--- config.mk ---
export PLATFORM = sky130hd
export DESIGN_NAME = ack_sequence_reorder_window_top
export DESIGN_NICKNAME = d
export VERILOG_FILES = /design/src/design/asrw_pkg.sv /design/src/design/asrw_datapath.sv /design/src/design/asrw_ctrl.sv /design/src/design/ack_sequence_reorder_window_top.sv
export VERILOG_INCLUDE_DIRS = /design/src /design/src/design
export SDC_FILE = /design/constraint.sdc
export NUM_CORES = 2
export LEC_CHECK = 0
export BUFFER_PORTS_ARGS = -buffer_cell sky130_fd_sc_hd__buf_2
export CORE_ASPECT_RATIO = 0.5
export CORE_MARGIN = 2
export CORE_UTILIZATION = 45
export CTS_BUF_LIST = sky130_fd_sc_hd__clkbuf_4
export DETAILED_ROUTE_END_ITERATION = 6
export SETUP_SLACK_MARGIN = 0.1
export SLEW_MARGIN = 15
export SYNTH_ARGS = -nofsm -noshare
export SYNTH_HDL_FRONTEND = slang
export SYNTH_HIERARCHICAL = 1
export SYNTH_SLANG_ARGS = --single-unit
export TNS_END_PERCENT = 10
--- constraint.sdc ---
create_clock -name clk -period 17.18 [get_ports clk]
set_clock_uncertainty 0.15 [all_clocks]
set_input_delay 3.436 -clock clk [delete_from_list [all_inputs] [get_ports clk]]
set_output_delay 3.436 -clock clk [all_outputs]
set_load 0.02 [all_outputs]
--- src/design/ack_sequence_reorder_window_top_assert.svh ---
// ----------------------------------------------------------------------------
// ack sequence reorder window assertion macros
// shared property forms for the reorder window checks
// ----------------------------------------------------------------------------
`ifndef ACK_SEQUENCE_REORDER_WINDOW_TOP_ASSERT_SVH
`define ACK_SEQUENCE_REORDER_WINDOW_TOP_ASSERT_SVH

// same-cycle implication
`define ASRW_ASSERT_NOW(lbl, ante, cons, msg) \
  lbl: assert property (@(posedge clk) disable iff (!rst_n) (ante) |-> (cons)) else $error(msg);

// next-cycle implication
`define ASRW_ASSERT_NEXT(lbl, ante, cons, msg) \
  lbl: assert property (@(posedge clk) disable iff (!rst_n) (ante) |=> (cons)) else $error(msg);

`endif

--- src/design/asrw_pkg.sv ---
// ----------------------------------------------------------------------------
// asrw_pkg
// shared types, constants and helpers of the reorder window
// ----------------------------------------------------------------------------
package asrw_pkg;

  localparam int CLIENTS = 8;
  localparam int WINDOW  = 3;
  localparam int SLOT_W  = 3;
  localparam int POS_W   = $clog2(WINDOW);
  localparam int CNT_W   = $clog2(WINDOW + 1);

  localparam logic [2:0] ACT_RECV  = 3'd0;
  localparam logic [2:0] ACT_JOIN  = 3'd1;
  localparam logic [2:0] ACT_LEAVE = 3'd2;
  localparam logic [2:0] ACT_TICK  = 3'd3;
  localparam logic [2:0] ACT_QUERY = 3'd4;

  localparam logic [2:0] KIND_RECV   = 3'd0;
  localparam logic [2:0] KIND_DELIV  = 3'd1;
  localparam logic [2:0] KIND_STATUS = 3'd2;
  localparam logic [2:0] KIND_QUERY  = 3'd3;
  localparam logic [2:0] KIND_JOIN   = 3'd4;
  localparam logic [2:0] KIND_ROUND  = 3'd5;

  localparam logic [2:0] CODE_INSERTED = 3'd0;
  localparam logic [2:0] CODE_SHORT    = 3'd1;
  localparam logic [2:0] CODE_AHEAD    = 3'd2;
  localparam logic [2:0] CODE_STALE    = 3'd3;
  localparam logic [2:0] CODE_DUP      = 3'd4;
  localparam logic [2:0] CODE_OLDEST   = 3'd5;
  localparam logic [2:0] CODE_EVICTED  = 3'd6;

  localparam logic [14:0] SUSPEND_RESET = 15'd20;
  localparam logic [14:0] DROP_RESET    = 15'd1200;

  localparam logic REG_SUSPEND = 1'b0;
  localparam logic REG_DROP    = 1'b1;

  typedef enum logic [2:0] {
    OP_NOP,
    OP_LATCH,
    OP_EXEC,
    OP_TSTAT,
    OP_TDELIV,
    OP_TDONE
  } op_t;

  typedef struct packed {
    op_t               op;
    logic [SLOT_W-1:0] slot;
    logic [POS_W-1:0]  pos;
  } cmd_t;

  typedef struct packed {
    logic       out_free;
    logic [2:0] action;
  } sts_t;

  // serial arithmetic: a is older than b
  function automatic logic older(input logic [15:0] a, input logic [15:0] b);
    logic [15:0] d;
    d = a - b;
    return d[15];
  endfunction

endpackage

--- src/design/asrw_datapath.sv ---
// ----------------------------------------------------------------------------
// asrw_datapath
// client state, sorted windows, sequence counter and result register
// ----------------------------------------------------------------------------
module asrw_datapath (
  input  logic                 clk,
  input  logic                 rst_n,
  input  asrw_pkg::cmd_t       cmd,
  output asrw_pkg::sts_t       sts,
  input  logic [2:0]           in_action,
  input  logic [2:0]           in_client,
  input  logic [15:0]          in_ack_number,
  input  logic                 in_long_enough,
  input  logic [7:0]           in_handle,
  input  logic [15:0]          in_query_number,
  input  logic [14:0]          suspend_rounds,
  input  logic [14:0]          drop_rounds,
  input  logic                 out_ready,
  output logic                 out_valid,
  output logic [2:0]           out_kind,
  output logic [2:0]           out_client_slot,
  output logic [2:0]           out_code,
  output logic [7:0]           out_packet_handle,
  output logic                 out_evicted_valid,
  output logic [7:0]           out_evicted_handle,
  output logic                 out_suspended,
  output logic                 out_dropped,
  output logic                 out_acked,
  output logic [15:0]          out_sequence_res,
  output logic                 out_last
);

  logic                       valid_r  [asrw_pkg::CLIENTS];
  logic [15:0]                lack_r   [asrw_pkg::CLIENTS];
  logic [asrw_pkg::CNT_W-1:0] wcnt_r   [asrw_pkg::CLIENTS];
  logic [15:0]                wack_r   [asrw_pkg::CLIENTS][asrw_pkg::WINDOW];
  logic [7:0]                 whand_r  [asrw_pkg::CLIENTS][asrw_pkg::WINDOW];
  logic [15:0]                seq_r;

  logic [2:0]  act_r;
  logic [2:0]  cl_r;
  logic [15:0] b_r;
  logic        long_r;
  logic [7:0]  h_r;
  logic [15:0] q_r;

  logic        ov_r;
  logic [2:0]  o_kind_r, o_slot_r, o_code_r;
  logic [7:0]  o_ph_r, o_eh_r;
  logic        o_ev_r, o_sus_r, o_drp_r, o_ack_r, o_last_r;
  logic [15:0] o_seq_r;

  logic        out_free;
  logic        emit;
  logic        slot_ok;
  logic [15:0] ra [asrw_pkg::WINDOW];
  logic [7:0]  rh [asrw_pkg::WINDOW];
  logic [15:0] na [asrw_pkg::WINDOW];
  logic [7:0]  nh [asrw_pkg::WINDOW];
  logic [asrw_pkg::CNT_W-1:0] rcnt;
  logic [asrw_pkg::CNT_W-1:0] pos;
  logic [asrw_pkg::CNT_W-1:0] jj;
  logic        found;
  logic [2:0]  rcode;
  logic        rev;
  logic [7:0]  reh;
  logic        rwrite;
  logic        rgrow;

  logic [asrw_pkg::CNT_W-1:0] tcnt;
  logic [asrw_pkg::CNT_W-1:0] tcm1;
  logic [15:0] tla;
  logic        tdrop, tsus;
  logic        dhit;
  logic        qack;

  assign out_free = !ov_r || out_ready;
  assign sts.out_free = out_free;
  assign sts.action   = act_r;
  assign slot_ok = ({1'b0, cl_r} < 4'(asrw_pkg::CLIENTS));

  // a new result is loaded into the output register this cycle
  assign emit = (cmd.op == asrw_pkg::OP_EXEC) ||
                ((cmd.op == asrw_pkg::OP_TSTAT) && valid_r[cmd.slot]) ||
                ((cmd.op == asrw_pkg::OP_TDELIV) && dhit) ||
                (cmd.op == asrw_pkg::OP_TDONE);

  // receive: locate, classify and build the new window row
  always_comb begin
    rcnt  = wcnt_r[cl_r];
    pos   = rcnt;
    found = 1'b0;
    for (int k = 0; k < asrw_pkg::WINDOW; k++) begin
      ra[k] = wack_r[cl_r][k];
      rh[k] = whand_r[cl_r][k];
    end
    for (int k = 0; k < asrw_pkg::WINDOW; k++) begin
      if (!found && (asrw_pkg::CNT_W'(k) < rcnt) && !asrw_pkg::older(ra[k], b_r)) begin
        pos   = asrw_pkg::CNT_W'(k);
        found = 1'b1;
      end
    end
    jj     = pos - 1'b1;
    rev    = 1'b0;
    reh    = h_r;
    rwrite = 1'b0;
    rgrow  = 1'b0;
    for (int k = 0; k < asrw_pkg::WINDOW; k++) begin
      na[k] = ra[k];
      nh[k] = rh[k];
    end
    if (!slot_ok || !valid_r[cl_r]) begin
      rcode = asrw_pkg::CODE_STALE;
    end else if (!long_r) begin
      rcode = asrw_pkg::CODE_SHORT;
    end else if (asrw_pkg::older(seq_r, b_r)) begin
      rcode = asrw_pkg::CODE_AHEAD;
    end else if (!asrw_pkg::older(lack_r[cl_r], b_r)) begin
      rcode = asrw_pkg::CODE_STALE;
    end else if (found && (ra[pos[asrw_pkg::POS_W-1:0]] == b_r)) begin
      rcode = asrw_pkg::CODE_DUP;
    end else if (rcnt < asrw_pkg::CNT_W'(asrw_pkg::WINDOW)) begin
      rcode  = asrw_pkg::CODE_INSERTED;
      reh    = 8'd0;
      rwrite = 1'b1;
      rgrow  = 1'b1;
      for (int k = 0; k < asrw_pkg::WINDOW; k++) begin
        if (asrw_pkg::CNT_W'(k) == pos) begin
          na[k] = b_r;
          nh[k] = h_r;
        end else if ((k > 0) && (asrw_pkg::CNT_W'(k) > pos)) begin
          na[k] = ra[(k > 0) ? k - 1 : 0];
          nh[k] = rh[(k > 0) ? k - 1 : 0];
        end
      end
    end else if (pos == '0) begin
      rcode = asrw_pkg::CODE_OLDEST;
    end else begin
      rcode  = asrw_pkg::CODE_EVICTED;
      rev    = 1'b1;
      reh    = rh[0];
      rwrite = 1'b1;
      for (int k = 0; k < asrw_pkg::WINDOW; k++) begin
        if (asrw_pkg::CNT_W'(k) == jj) begin
          na[k] = b_r;
          nh[k] = h_r;
        end else if ((asrw_pkg::CNT_W'(k) < jj) && (k + 1 < asrw_pkg::WINDOW)) begin
          na[k] = ra[(k + 1 < asrw_pkg::WINDOW) ? k + 1 : k];
          nh[k] = rh[(k + 1 < asrw_pkg::WINDOW) ? k + 1 : k];
        end
      end
    end
  end

  // round tick: status of one slot, delivery hit of one position; query acked flag
  always_comb begin
    tcnt  = wcnt_r[cmd.slot];
    tcm1  = tcnt - 1'b1;
    tla   = (tcnt != '0) ? wack_r[cmd.slot][tcm1[asrw_pkg::POS_W-1:0]] : lack_r[cmd.slot];
    tdrop = (tcnt == '0) && asrw_pkg::older(tla + {1'b0, drop_rounds}, seq_r);
    tsus  = !tdrop && asrw_pkg::older(tla + {1'b0, suspend_rounds}, seq_r);
    dhit  = valid_r[cmd.slot] && ({1'b0, cmd.pos} < tcnt);
    qack  = !(slot_ok && valid_r[cl_r] && asrw_pkg::older(lack_r[cl_r], q_r));
  end

  always_ff @(posedge clk) begin
    if (!rst_n) begin
      for (int i = 0; i < asrw_pkg::CLIENTS; i++) begin
        valid_r[i] <= 1'b0;
        lack_r[i]  <= 16'd0;
        wcnt_r[i]  <= '0;
      end
      seq_r <= 16'd0;
      ov_r  <= 1'b0;
    end else begin
      if (ov_r && out_ready && !emit) begin
        ov_r <= 1'b0;
      end
      case (cmd.op)
        asrw_pkg::OP_LATCH: begin
          act_r  <= in_action;
          cl_r   <= in_client;
          b_r    <= in_ack_number;
          long_r <= in_long_enough;
          h_r    <= in_handle;
          q_r    <= in_query_number;
        end
        asrw_pkg::OP_EXEC: begin
          ov_r     <= 1'b1;
          o_slot_r <= cl_r;
          o_ph_r   <= 8'd0;
          o_sus_r  <= 1'b0;
          o_drp_r  <= 1'b0;
          o_seq_r  <= seq_r;
          o_last_r <= 1'b1;
          case (act_r)
            asrw_pkg::ACT_RECV: begin
              o_kind_r <= asrw_pkg::KIND_RECV;
              o_code_r <= rcode;
              o_ev_r   <= rev;
              o_eh_r   <= reh;
              o_ack_r  <= 1'b0;
              if (rwrite) begin
                for (int k = 0; k < asrw_pkg::WINDOW; k++) begin
                  wack_r[cl_r][k]  <= na[k];
                  whand_r[cl_r][k] <= nh[k];
                end
              end
              if (rgrow) begin
                wcnt_r[cl_r] <= rcnt + 1'b1;
              end
            end
            asrw_pkg::ACT_JOIN: begin
              o_kind_r <= asrw_pkg::KIND_JOIN;
              o_code_r <= 3'd0;
              o_ev_r   <= 1'b0;
              o_eh_r   <= 8'd0;
              o_ack_r  <= 1'b0;
              if (slot_ok && !valid_r[cl_r]) begin
                valid_r[cl_r] <= 1'b1;
                lack_r[cl_r]  <= seq_r;
                wcnt_r[cl_r]  <= '0;
              end
            end
            asrw_pkg::ACT_LEAVE: begin
              o_kind_r <= asrw_pkg::KIND_JOIN;
              o_code_r <= 3'd0;
              o_ev_r   <= 1'b0;
              o_eh_r   <= 8'd0;
              o_ack_r  <= 1'b0;
              if (slot_ok) begin
                valid_r[cl_r] <= 1'b0;
                wcnt_r[cl_r]  <= '0;
              end
            end
            default: begin
              o_kind_r <= asrw_pkg::KIND_QUERY;
              o_code_r <= 3'd0;
              o_ev_r   <= 1'b0;
              o_eh_r   <= 8'd0;
              o_ack_r  <= qack;
            end
          endcase
        end
        asrw_pkg::OP_TSTAT: begin
          if (valid_r[cmd.slot]) begin
            lack_r[cmd.slot] <= tla;
            if (tdrop) begin
              valid_r[cmd.slot] <= 1'b0;
              wcnt_r[cmd.slot]  <= '0;
            end
            ov_r     <= 1'b1;
            o_kind_r <= asrw_pkg::KIND_STATUS;
            o_slot_r <= cmd.slot;
            o_code_r <= 3'd0;
            o_ph_r   <= 8'd0;
            o_ev_r   <= 1'b0;
            o_eh_r   <= 8'd0;
            o_sus_r  <= tsus;
            o_drp_r  <= tdrop;
            o_ack_r  <= 1'b0;
            o_seq_r  <= seq_r + 16'd1;
            o_last_r <= 1'b0;
          end
        end
        asrw_pkg::OP_TDELIV: begin
          if (dhit) begin
            ov_r     <= 1'b1;
            o_kind_r <= asrw_pkg::KIND_DELIV;
            o_slot_r <= cmd.slot;
            o_code_r <= 3'd0;
            o_ph_r   <= whand_r[cmd.slot][cmd.pos];
            o_ev_r   <= 1'b0;
            o_eh_r   <= 8'd0;
            o_sus_r  <= 1'b0;
            o_drp_r  <= 1'b0;
            o_ack_r  <= 1'b0;
            o_seq_r  <= seq_r + 16'd1;
            o_last_r <= 1'b0;
          end
        end
        asrw_pkg::OP_TDONE: begin
          for (int i = 0; i < asrw_pkg::CLIENTS; i++) begin
            wcnt_r[i] <= '0;
          end
          seq_r    <= seq_r + 16'd1;
          ov_r     <= 1'b1;
          o_kind_r <= asrw_pkg::KIND_ROUND;
          o_slot_r <= 3'd0;
          o_code_r <= 3'd0;
          o_ph_r   <= 8'd0;
          o_ev_r   <= 1'b0;
          o_eh_r   <= 8'd0;
          o_sus_r  <= 1'b0;
          o_drp_r  <= 1'b0;
          o_ack_r  <= 1'b0;
          o_seq_r  <= seq_r + 16'd1;
          o_last_r <= 1'b1;
        end
        default: begin
        end
      endcase
    end
  end

  assign out_valid          = ov_r;
  assign out_kind           = o_kind_r;
  assign out_client_slot    = o_slot_r;
  assign out_code           = o_code_r;
  assign out_packet_handle  = o_ph_r;
  assign out_evicted_valid  = o_ev_r;
  assign out_evicted_handle = o_eh_r;
  assign out_suspended      = o_sus_r;
  assign out_dropped        = o_drp_r;
  assign out_acked          = o_ack_r;
  assign out_sequence_res   = o_seq_r;
  assign out_last           = o_last_r;

endmodule

--- src/design/asrw_ctrl.sv ---
// ----------------------------------------------------------------------------
// asrw_ctrl
// sequencer for request handling and the round tick slot walk
// ----------------------------------------------------------------------------
module asrw_ctrl (
  input  logic           clk,
  input  logic           rst_n,
  input  logic           in_valid,
  output logic           in_ready,
  input  asrw_pkg::sts_t sts,
  output asrw_pkg::cmd_t cmd
);

  typedef enum logic [2:0] {
    S_IDLE,
    S_EXEC,
    S_TSTAT,
    S_TDELIV,
    S_TDONE
  } state_t;

  state_t                      state_r;
  logic [asrw_pkg::SLOT_W-1:0] i_r;
  logic [asrw_pkg::POS_W-1:0]  j_r;

  assign in_ready = (state_r == S_IDLE);

  always_comb begin
    cmd.op   = asrw_pkg::OP_NOP;
    cmd.slot = i_r;
    cmd.pos  = j_r;
    case (state_r)
      S_IDLE:   if (in_valid) cmd.op = asrw_pkg::OP_LATCH;
      S_EXEC: begin
        if (sts.out_free && (sts.action != asrw_pkg::ACT_TICK) &&
            (sts.action <= asrw_pkg::ACT_QUERY)) begin
          cmd.op = asrw_pkg::OP_EXEC;
        end
      end
      S_TSTAT:  if (sts.out_free) cmd.op = asrw_pkg::OP_TSTAT;
      S_TDELIV: if (sts.out_free) cmd.op = asrw_pkg::OP_TDELIV;
      S_TDONE:  if (sts.out_free) cmd.op = asrw_pkg::OP_TDONE;
      default: ;
    endcase
  end

  always_ff @(posedge clk) begin
    if (!rst_n) begin
      state_r <= S_IDLE;
      i_r     <= '0;
      j_r     <= '0;
    end else begin
      case (state_r)
        S_IDLE: begin
          if (in_valid) state_r <= S_EXEC;
        end
        S_EXEC: begin
          if (sts.action == asrw_pkg::ACT_TICK) begin
            state_r <= S_TSTAT;
            i_r     <= '0;
            j_r     <= '0;
          end else if (sts.action > asrw_pkg::ACT_QUERY) begin
            state_r <= S_IDLE;
          end else if (sts.out_free) begin
            state_r <= S_IDLE;
          end
        end
        S_TSTAT: begin
          if (sts.out_free) begin
            if (i_r == asrw_pkg::SLOT_W'(asrw_pkg::CLIENTS - 1)) begin
              i_r     <= '0;
              state_r <= S_TDELIV;
            end else begin
              i_r <= i_r + 1'b1;
            end
          end
        end
        S_TDELIV: begin
          if (sts.out_free) begin
            if (i_r == asrw_pkg::SLOT_W'(asrw_pkg::CLIENTS - 1)) begin
              i_r <= '0;
              if (j_r == asrw_pkg::POS_W'(asrw_pkg::WINDOW - 1)) begin
                j_r     <= '0;
                state_r <= S_TDONE;
              end else begin
                j_r <= j_r + 1'b1;
              end
            end else begin
              i_r <= i_r + 1'b1;
            end
          end
        end
        S_TDONE: begin
          if (sts.out_free) state_r <= S_IDLE;
        end
        default: state_r <= S_IDLE;
      endcase
    end
  end

endmodule

--- src/design/ack_sequence_reorder_window_top.sv ---
// ----------------------------------------------------------------------------
// ack_sequence_reorder_window_top
// per-client reorder window with round ticks and register port
// ----------------------------------------------------------------------------
// request flow: receive, join, leave and query are latched when taken; the exec
//   step then loads the result into the output register, waiting while that
//   register is stalled, and only then is the next request taken
// round tick: status of each joined slot, then delivery for each window position
//   and slot, then round done; each step waits while the output register is stalled
// reset: synchronous active low; all clients left, sequence 0, registers 20/1200
module ack_sequence_reorder_window_top (
  input  logic        clk,
  input  logic        rst_n,
  input  logic        in_tvalid,
  output logic        in_tready,
  input  logic [47:0] in_tdata,   // client, ack_number, long_enough, handle, query_number
  input  logic [2:0]  in_tuser,   // action
  output logic        out_tvalid,
  input  logic        out_tready,
  // client_slot, code, packet_handle, evicted_valid, evicted_handle, suspended,
  // dropped, acked, sequence_res
  output logic [47:0] out_tdata,
  output logic [2:0]  out_tuser,  // kind
  output logic        out_tlast,
  input  logic        cfg_psel,
  input  logic        cfg_penable,
  input  logic        cfg_pwrite,
  input  logic [2:0]  cfg_paddr,
  input  logic [31:0] cfg_pwdata,
  output logic [31:0] cfg_prdata,
  output logic        cfg_pready
);

  logic [14:0] susp_r;
  logic [14:0] drop_r;
  logic        cfg_wr;

  asrw_pkg::cmd_t cmd;
  asrw_pkg::sts_t sts;

  logic [2:0]  o_slot, o_code;
  logic [7:0]  o_ph, o_eh;
  logic        o_ev, o_sus, o_drp, o_ack;
  logic [15:0] o_seq;

  assign cfg_pready = 1'b1;
  assign cfg_wr     = cfg_psel && cfg_penable && cfg_pwrite && cfg_pready;
  assign cfg_prdata = (cfg_paddr[2] == asrw_pkg::REG_DROP) ? {17'd0, drop_r} : {17'd0, susp_r};

  always_ff @(posedge clk) begin
    if (!rst_n) begin
      susp_r <= asrw_pkg::SUSPEND_RESET;
      drop_r <= asrw_pkg::DROP_RESET;
    end else if (cfg_wr) begin
      if (cfg_paddr[2] == asrw_pkg::REG_DROP) begin
        drop_r <= cfg_pwdata[14:0];
      end else begin
        susp_r <= cfg_pwdata[14:0];
      end
    end
  end

  asrw_ctrl u_ctrl (
    .clk      (clk),
    .rst_n    (rst_n),
    .in_valid (in_tvalid),
    .in_ready (in_tready),
    .sts      (sts),
    .cmd      (cmd)
  );

  asrw_datapath u_dp (
    .clk                (clk),
    .rst_n              (rst_n),
    .cmd                (cmd),
    .sts                (sts),
    .in_action          (in_tuser),
    .in_client          (in_tdata[2:0]),
    .in_ack_number      (in_tdata[18:3]),
    .in_long_enough     (in_tdata[19]),
    .in_handle          (in_tdata[27:20]),
    .in_query_number    (in_tdata[43:28]),
    .suspend_rounds     (susp_r),
    .drop_rounds        (drop_r),
    .out_ready          (out_tready),
    .out_valid          (out_tvalid),
    .out_kind           (out_tuser),
    .out_client_slot    (o_slot),
    .out_code           (o_code),
    .out_packet_handle  (o_ph),
    .out_evicted_valid  (o_ev),
    .out_evicted_handle (o_eh),
    .out_suspended      (o_sus),
    .out_dropped        (o_drp),
    .out_acked          (o_ack),
    .out_sequence_res   (o_seq),
    .out_last           (out_tlast)
  );

  assign out_tdata = {6'd0, o_seq, o_ack, o_drp, o_sus, o_eh, o_ev, o_ph, o_code, o_slot};

`include "ack_sequence_reorder_window_top_assert.svh"

  `ASRW_ASSERT_NOW(a_emit_free, (cmd.op == asrw_pkg::OP_EXEC || cmd.op == asrw_pkg::OP_TSTAT || cmd.op == asrw_pkg::OP_TDELIV || cmd.op == asrw_pkg::OP_TDONE), sts.out_free, "result issued while output register occupied")
  `ASRW_ASSERT_NEXT(a_busy_after_take, (in_tvalid && in_tready), !in_tready, "request taken while previous one in progress")
  `ASRW_ASSERT_NOW(a_join_last, (out_tvalid && out_tuser == asrw_pkg::KIND_JOIN), out_tlast, "join or leave result not marked last")

endmodule
# Word-level counts from Yosys, hierarchy flattened
# Memories as Yosys holds them, arrays and structs flattened. A register that Yosys moved wholly into a read port is not among the register bits.
# Cells that the tools add are included.
# word_totals
ff_bits	148
latchBits	0
ram_bits	728
mem_bits_ro	0
in_bits	93
out_inout_bits	87
memories	5
# classes
n_addsub	16
mul	0
n_div	0
order_cmp	14
eq_ne	30
shift	0
mux	219
bitwise	15
reduce_logical	59
# memory_table
name	depth	word_bits	read_ports	rd_ports_with_merged_regs	write_ports	line_no	source
u_dp.wack_r	8	48	2	2	1	asrw_datapath.sv:36	logic [15:0] wack_r [asrw_pkg::CLIENTS][asrw_pkg::WINDOW];
u_dp.whand_r	8	24	2	2	1	asrw_datapath.sv:37	logic [7:0] whand_r [asrw_pkg::CLIENTS][asrw_pkg::WINDOW];
u_dp.lack_r	8	16	2	2	8	asrw_datapath.sv:34	logic [15:0] lack_r [asrw_pkg::CLIENTS];
u_dp.wcnt_r	8	2	2	2	8	asrw_datapath.sv:35	logic [asrw_pkg::CNT_W-1:0] wcnt_r [asrw_pkg::CLIENTS];
u_dp.valid_r	8	1	2	2	8	asrw_datapath.sv:33	logic valid_r [asrw_pkg::CLIENTS];
# op_table
operator	n
$mux 48	7
$mux 16	19
$mux 8	22
$mux 24	7
$mux 3	48
$sub 16x16->16	8
$mux 1	73
$bmux 16 s2	2
$pmux 16 s4	1
$mux 2	22
$pmux 3 s4	3
$add 16x15->16	2
$pmux 8 s4	1
$reduce_or 16->1	2
$pmux 3 s5	2
$pmux 8 s3	1
$eq 3x2->1 const B	6
$logic_and 1x1->1	18
$add 16x1->16 const B	1
$bmux 8 s2	1
$eq 16x16->1	1
$ne 2x1->1 const B	8
$mux 15	1
$eq 3x3->1 const B	4
other kinds (39)	93

# Logic depth before layout (Yosys ltp)
# logic_depth
ltp_word	33
ltp_mapped	30
depth_no_buf	22

# By module
# Netlist, hierarchy kept.
# modules_own_cells
module	instances	cells_per_inst	area_each_um2
asrw_datapath	1	3336	46442.0
ack_sequence_reorder_window_top	1	167	1604.0
asrw_ctrl	1	67	528.0

# Least setup slack after synthesis
# OpenSTA, ideal clock, no wires.
# synth_path
path_kind	reg-to-reg
from	reg with a tool-made name
to	mem u_dp/wack_r[0][0] in the netlist's numbering, enable pin
setup_ps	705
t_arrival_ps	14660
path_slack_ps	1666
stages_incl_launch_ff	29
path_buffers	12
period_less_slack_ps	15514
cell_sequence	dfxtp_1 > buf_2 > buf_4 > buf_2 > buf_4 > buf_2 > buf_2 > buf_2 > buf_2 > buf_2 > buf_1 > mux4_2 > nand2_1 > nand2_1 > ha_1 > a21o_1 > a21o_1 > a21o_1 > a21o_1 > a21o_1 > a21o_1 > a21o_1 > or4b_1 > and4b_1 > clkbuf_1 > mux2i_1 > clkbuf_1 > nand3_1 > nor4b_1
# synth_rtl
item	line_no
end, declared	asrw_datapath.sv:36

==> results.yml <==
status:
  outcome: "complete, no violations"
logic_synthesis:
  synthAdderAreaFrac: 0.0440
  netlist_area_um2: 48600
  synth_most_common_cell: "edfxtp_1"
  synth_edf_count: 813
  yosys.area_share.simple: 0.0857
  netlist-cell-type-count: 95
  post_synth_mux_area_share: 0.213
  ys.flop_type: "edfxtp_1"
  postSynth.asyncResetShare: 0
  synthesis.yosys.warnings: 6
  ys_ff_latch: 879
  share_of_the_synthesized_area_in_the_top_cell_type: 0.503
  postSynthAreaPerCell_um2: 13.6
  cell_taking_the_most_area_after_synthesis: "edfxtp_1"
  synth_top_family_by_area: "multiplexers"
  netlist_instances: 3570
  seq_area_frac_synth: 0.530
  share_of_the_synthesized_netlist_area_taken_by_xor_and_xnor_gates: 0.00865
  synth_top_cells_by_count: "edfxtp_1 (813), mux4_2 (365), nand2_1 (359)"
  synth-compound-area-share: 0.0785
  synth_top_cells_by_area: "edfxtp_1 (50%), mux4_2 (17%), ha_1 (3.2%), nand2_1 (2.8%), dfxtp_1 (2.7%)"
clock_network:
  tritoncts.num_buffers: 204
  clock_sink_count: 879
  clk_path_buf_depth: 3
  cts_root_buffer: "clkbuf_4"
  clk-insertion-delay-late_ps: 1210
  h_tree_level_count: 4
  post_cts.resized_instances: 0
  clock_tree_from_tritoncts: "built"
  cts.reportedPaths.clkPinSlew_ps: 80
  post_cts_buffers: 0
  postCtsHoldBufs: 0
global_route:
  wire_length_of_the_first_global_routing_pass_mm: 219
  grt_use_total: 0.273
  grt_max_degree: 87
  grt-ovfl-total: 0
  grt_antenna_before_repair: 8
  via_count_of_the_first_global_routing_pass: 33811
timing:
  fmax_ghz: 0.0881
  maxSlewViolCount: 0
  hold_violations: 0
  grt_setup_unrepaired: "false"
  timing.final.setup_violations: 0
  final.setup.worst_slack_ps: 5820
  max_slew_margin: 0.202
  tightestPinTransition_ps: 1190
  final.period_utilization: 0.661
  setup_tns_ps: 0
  finalWorstPathRequiredPeriod_ps: 11360
power_and_ir_drop:
  share_clk_of_total_power: 0.338
  leakage_dissipation_uw: 0.0183
  ir_worst_vdd_uv: 55.7
  power-per-cell-area_nw_per_um2: 95.5
  pwr-share-seq: 0.476
  p_sw_uw: 1520
  power_switching_share: 0.299
  internal_power_uw: 3570
  comb_power_share: 0.186
  totalPowerFinal_uw: 5090
detailed_routing:
  firstDrtPassIters: 6
  drc: 0
  drt.antenna.violating_nets: 0
  wire_per_inst_um: 28.3
  routed-via-count: 33793
  drt_iter0_drc: 3956
  routed_via_density: 6.32
  drt_wl_total_mm: 151
floorplan:
  dieWidth_um: 469
  io-pin-count: 180
  die_area_um2: 111000
  floorplan.initialDensity: 0.453
  rows: 85
  fp.dieH_um: 236
  fp.coreArea_um2: 107000
placed_design:
  detailed_placement_hpwl_mm: 94.7
  preCtsSetupSlack_ps: 6010
  gp_routability_congestion: 0.935
  placement.io_buffers: 132
worst_setup_path:
  timing.critical_path.cells: "buf_12 > buf_4 > mux4_2 > mux2i_1 > inv_1 > ha_1 > nand3_1 > nand4bb_1 > a2111oi_0 > nor3_1 > mux2_4 > nor2_2 > clkinv_2 > a21oi_1 > a311o_1 > a2111oi_2 > nand4_1 > or4_2 > buf_4 > nand3_1 > nor4_2 > buf_4 > buf_4"
  worst-path-max-fanout: 86
  worstSetupEndpointType: "flop"
  arrival_ps: 11990
  critPathMaxStageDelay_ps: 1010
  top_cell_by_count_worst_path: "buf_4"
  timing.critical_path.required_ps: 17820
  timing.setup.critical_path_class: "reg -> reg"
  critPathSlowestCell: "clkinv_2"
  setup.worst_path.start_class: "flop"
layout:
  design.final.nets: 3988
  layout-area-overhead-vs-synth_pct: 9.77
  fillerInstances: 9351
  ratio_of_cells_with_drive_above_1_in_the_final_layout: 0.275
min_path:
  worstHoldPathType: "reg -> reg"
run:
  drv_cap: 0
-- registers in the layout, summed over array words and instances, names as in the netlist, 8 cells and up, named ones only --
name	cells
u_dp/seq_r	16
u_dp/wcnt_r	16
u_dp/wack_r	384
u_dp/lack_r	128
u_dp/whand_r	192
u_dp/out_evicted_handle	8
u_dp/b_r	16
u_dp/out_packet_handle	8
u_dp/out_sequence_res	16
susp_r	15
drop_r	15
u_dp/h_r	8
u_dp/valid_r	8
u_dp/q_r	16
-- routing by layer --
| layer | vias to the layer above | wire [µm] | track usage |
|---|---|---|---|
| met2 | 1852 | 70200 | 0.427 |
| met3 | 325 | 15100 | 0.0607 |
| met5 | - | 8 | 0 |
| met4 | 2 | 5650 | 0.121 |
| met1 | 17268 | 60400 | 0.366 |
| li1 | 14346 | - | - |
-- per-stage QoR --
step	utilization	area, µm²	std cells	hold WS, ps
4_1_cts	0.497	53300	5338	329
3_5_place_dp	0.472	50700	4971	318
5_1_grt	0.497	53300	5341	351
6_report	0.497	53300	5343	325
3_3_place_gp	0.472	50700	4971	307
2_1_floorplan	-	48700	3592	291
-- layout make-up --
| class | instances | area (µm²) | share of cell area |
|---|---|---|---|
| timing repair buffer | 217 | 1330 | 0.0249 |
| clock buffer | 297 | 2230 | 0.0418 |
| antenna | 5 | 12.5 | 0.000235 |
| tap | 1435 | 1800 | 0.0337 |
| inverter | 187 | 706 | 0.0132 |
| sequential | 879 | 25800 | 0.483 |
| clock inverter | 70 | 408 | 0.00765 |
| multi-input combinational | 2253 | 21100 | 0.395 |
-- cells by family after synthesis --
group,Yosys count
AND/OR/NAND/NOR,899
XOR/XNOR,48
flip-flops,879
AO/OA/AOI/OAI,562
other,2
multiplexers,566
adder cells (fa/ha/maj),154
buffers and inverters,460
-- worst max-delay path, delay by kind of cell, from the launching register on --
kind | cells | cell delay (ps)
fa+ha+maj | 1 | 320
simple gates | 8 | 2480
buf+inv | 7 | 4290
compound gates | 4 | 1180
mux | 3 | 1630
flops | 1 | 590
-- power by group through the flow --
| stage | Combinational, µW | Clock (µW) | Sequential, µW |
|---|---|---|---|
| final | 946 | 1720 | 2430 |
| after global routing | 1020 | 1870 | 2430 |
| after CTS | 926 | 1760 | 2430 |
| after detailed placement | 922 | 0 | 2470 |
| after global placement | 903 | 0 | 2470 |
| after floorplan | 653 | 0 | 2460 |
-- path summary, 6_finish.rpt --
path,start,endpoint,slack (ps),depth (start not counted)
max reg2reg,flop,u_dp/wack_r[6][11],5820,23
min,drop_r[13],drop_r[13],320,2
max,flop,u_dp/wack_r[6][11],5820,23
min reg2reg,drop_r[13],drop_r[13],320,2
-- cells in the final DEF, fill, tap and decap left out, types with 23 or more instances in the layout --
cell | synthesis | routed
inv_1 | 182 | 182
nor2b_1 | 26 | 26
a211oi_1 | 35 | 35
buf_2 | 32 | 131
buf_4 | 34 | 84
edfxtp_1 | 813 | 813
nor2_1 | 212 | 210
a21oi_1 | 80 | 80
conb_1 | 2 | 24
dfxtp_1 | 66 | 60
xnor2_1 | 45 | 45
clkbuf_4 | 0 | 297
nand4_1 | 58 | 58
nand2_1 | 359 | 359
mux4_2 | 365 | 365
ha_1 | 125 | 123
nand3_1 | 59 | 58
fa_1 | 28 | 28
clkinv_1 | 3 | 48
o221ai_1 | 28 | 28
nor3_1 | 45 | 44
o21ai_0 | 193 | 192
nand2b_1 | 35 | 35
o221a_2 | 25 | 25
and2_1 | 29 | 28
mux2_2 | 76 | 76
o211ai_1 | 23 | 23
a21o_1 | 24 | 24
mux2i_1 | 120 | 119
Note: power is estimated with default switching activity, not from simulation.
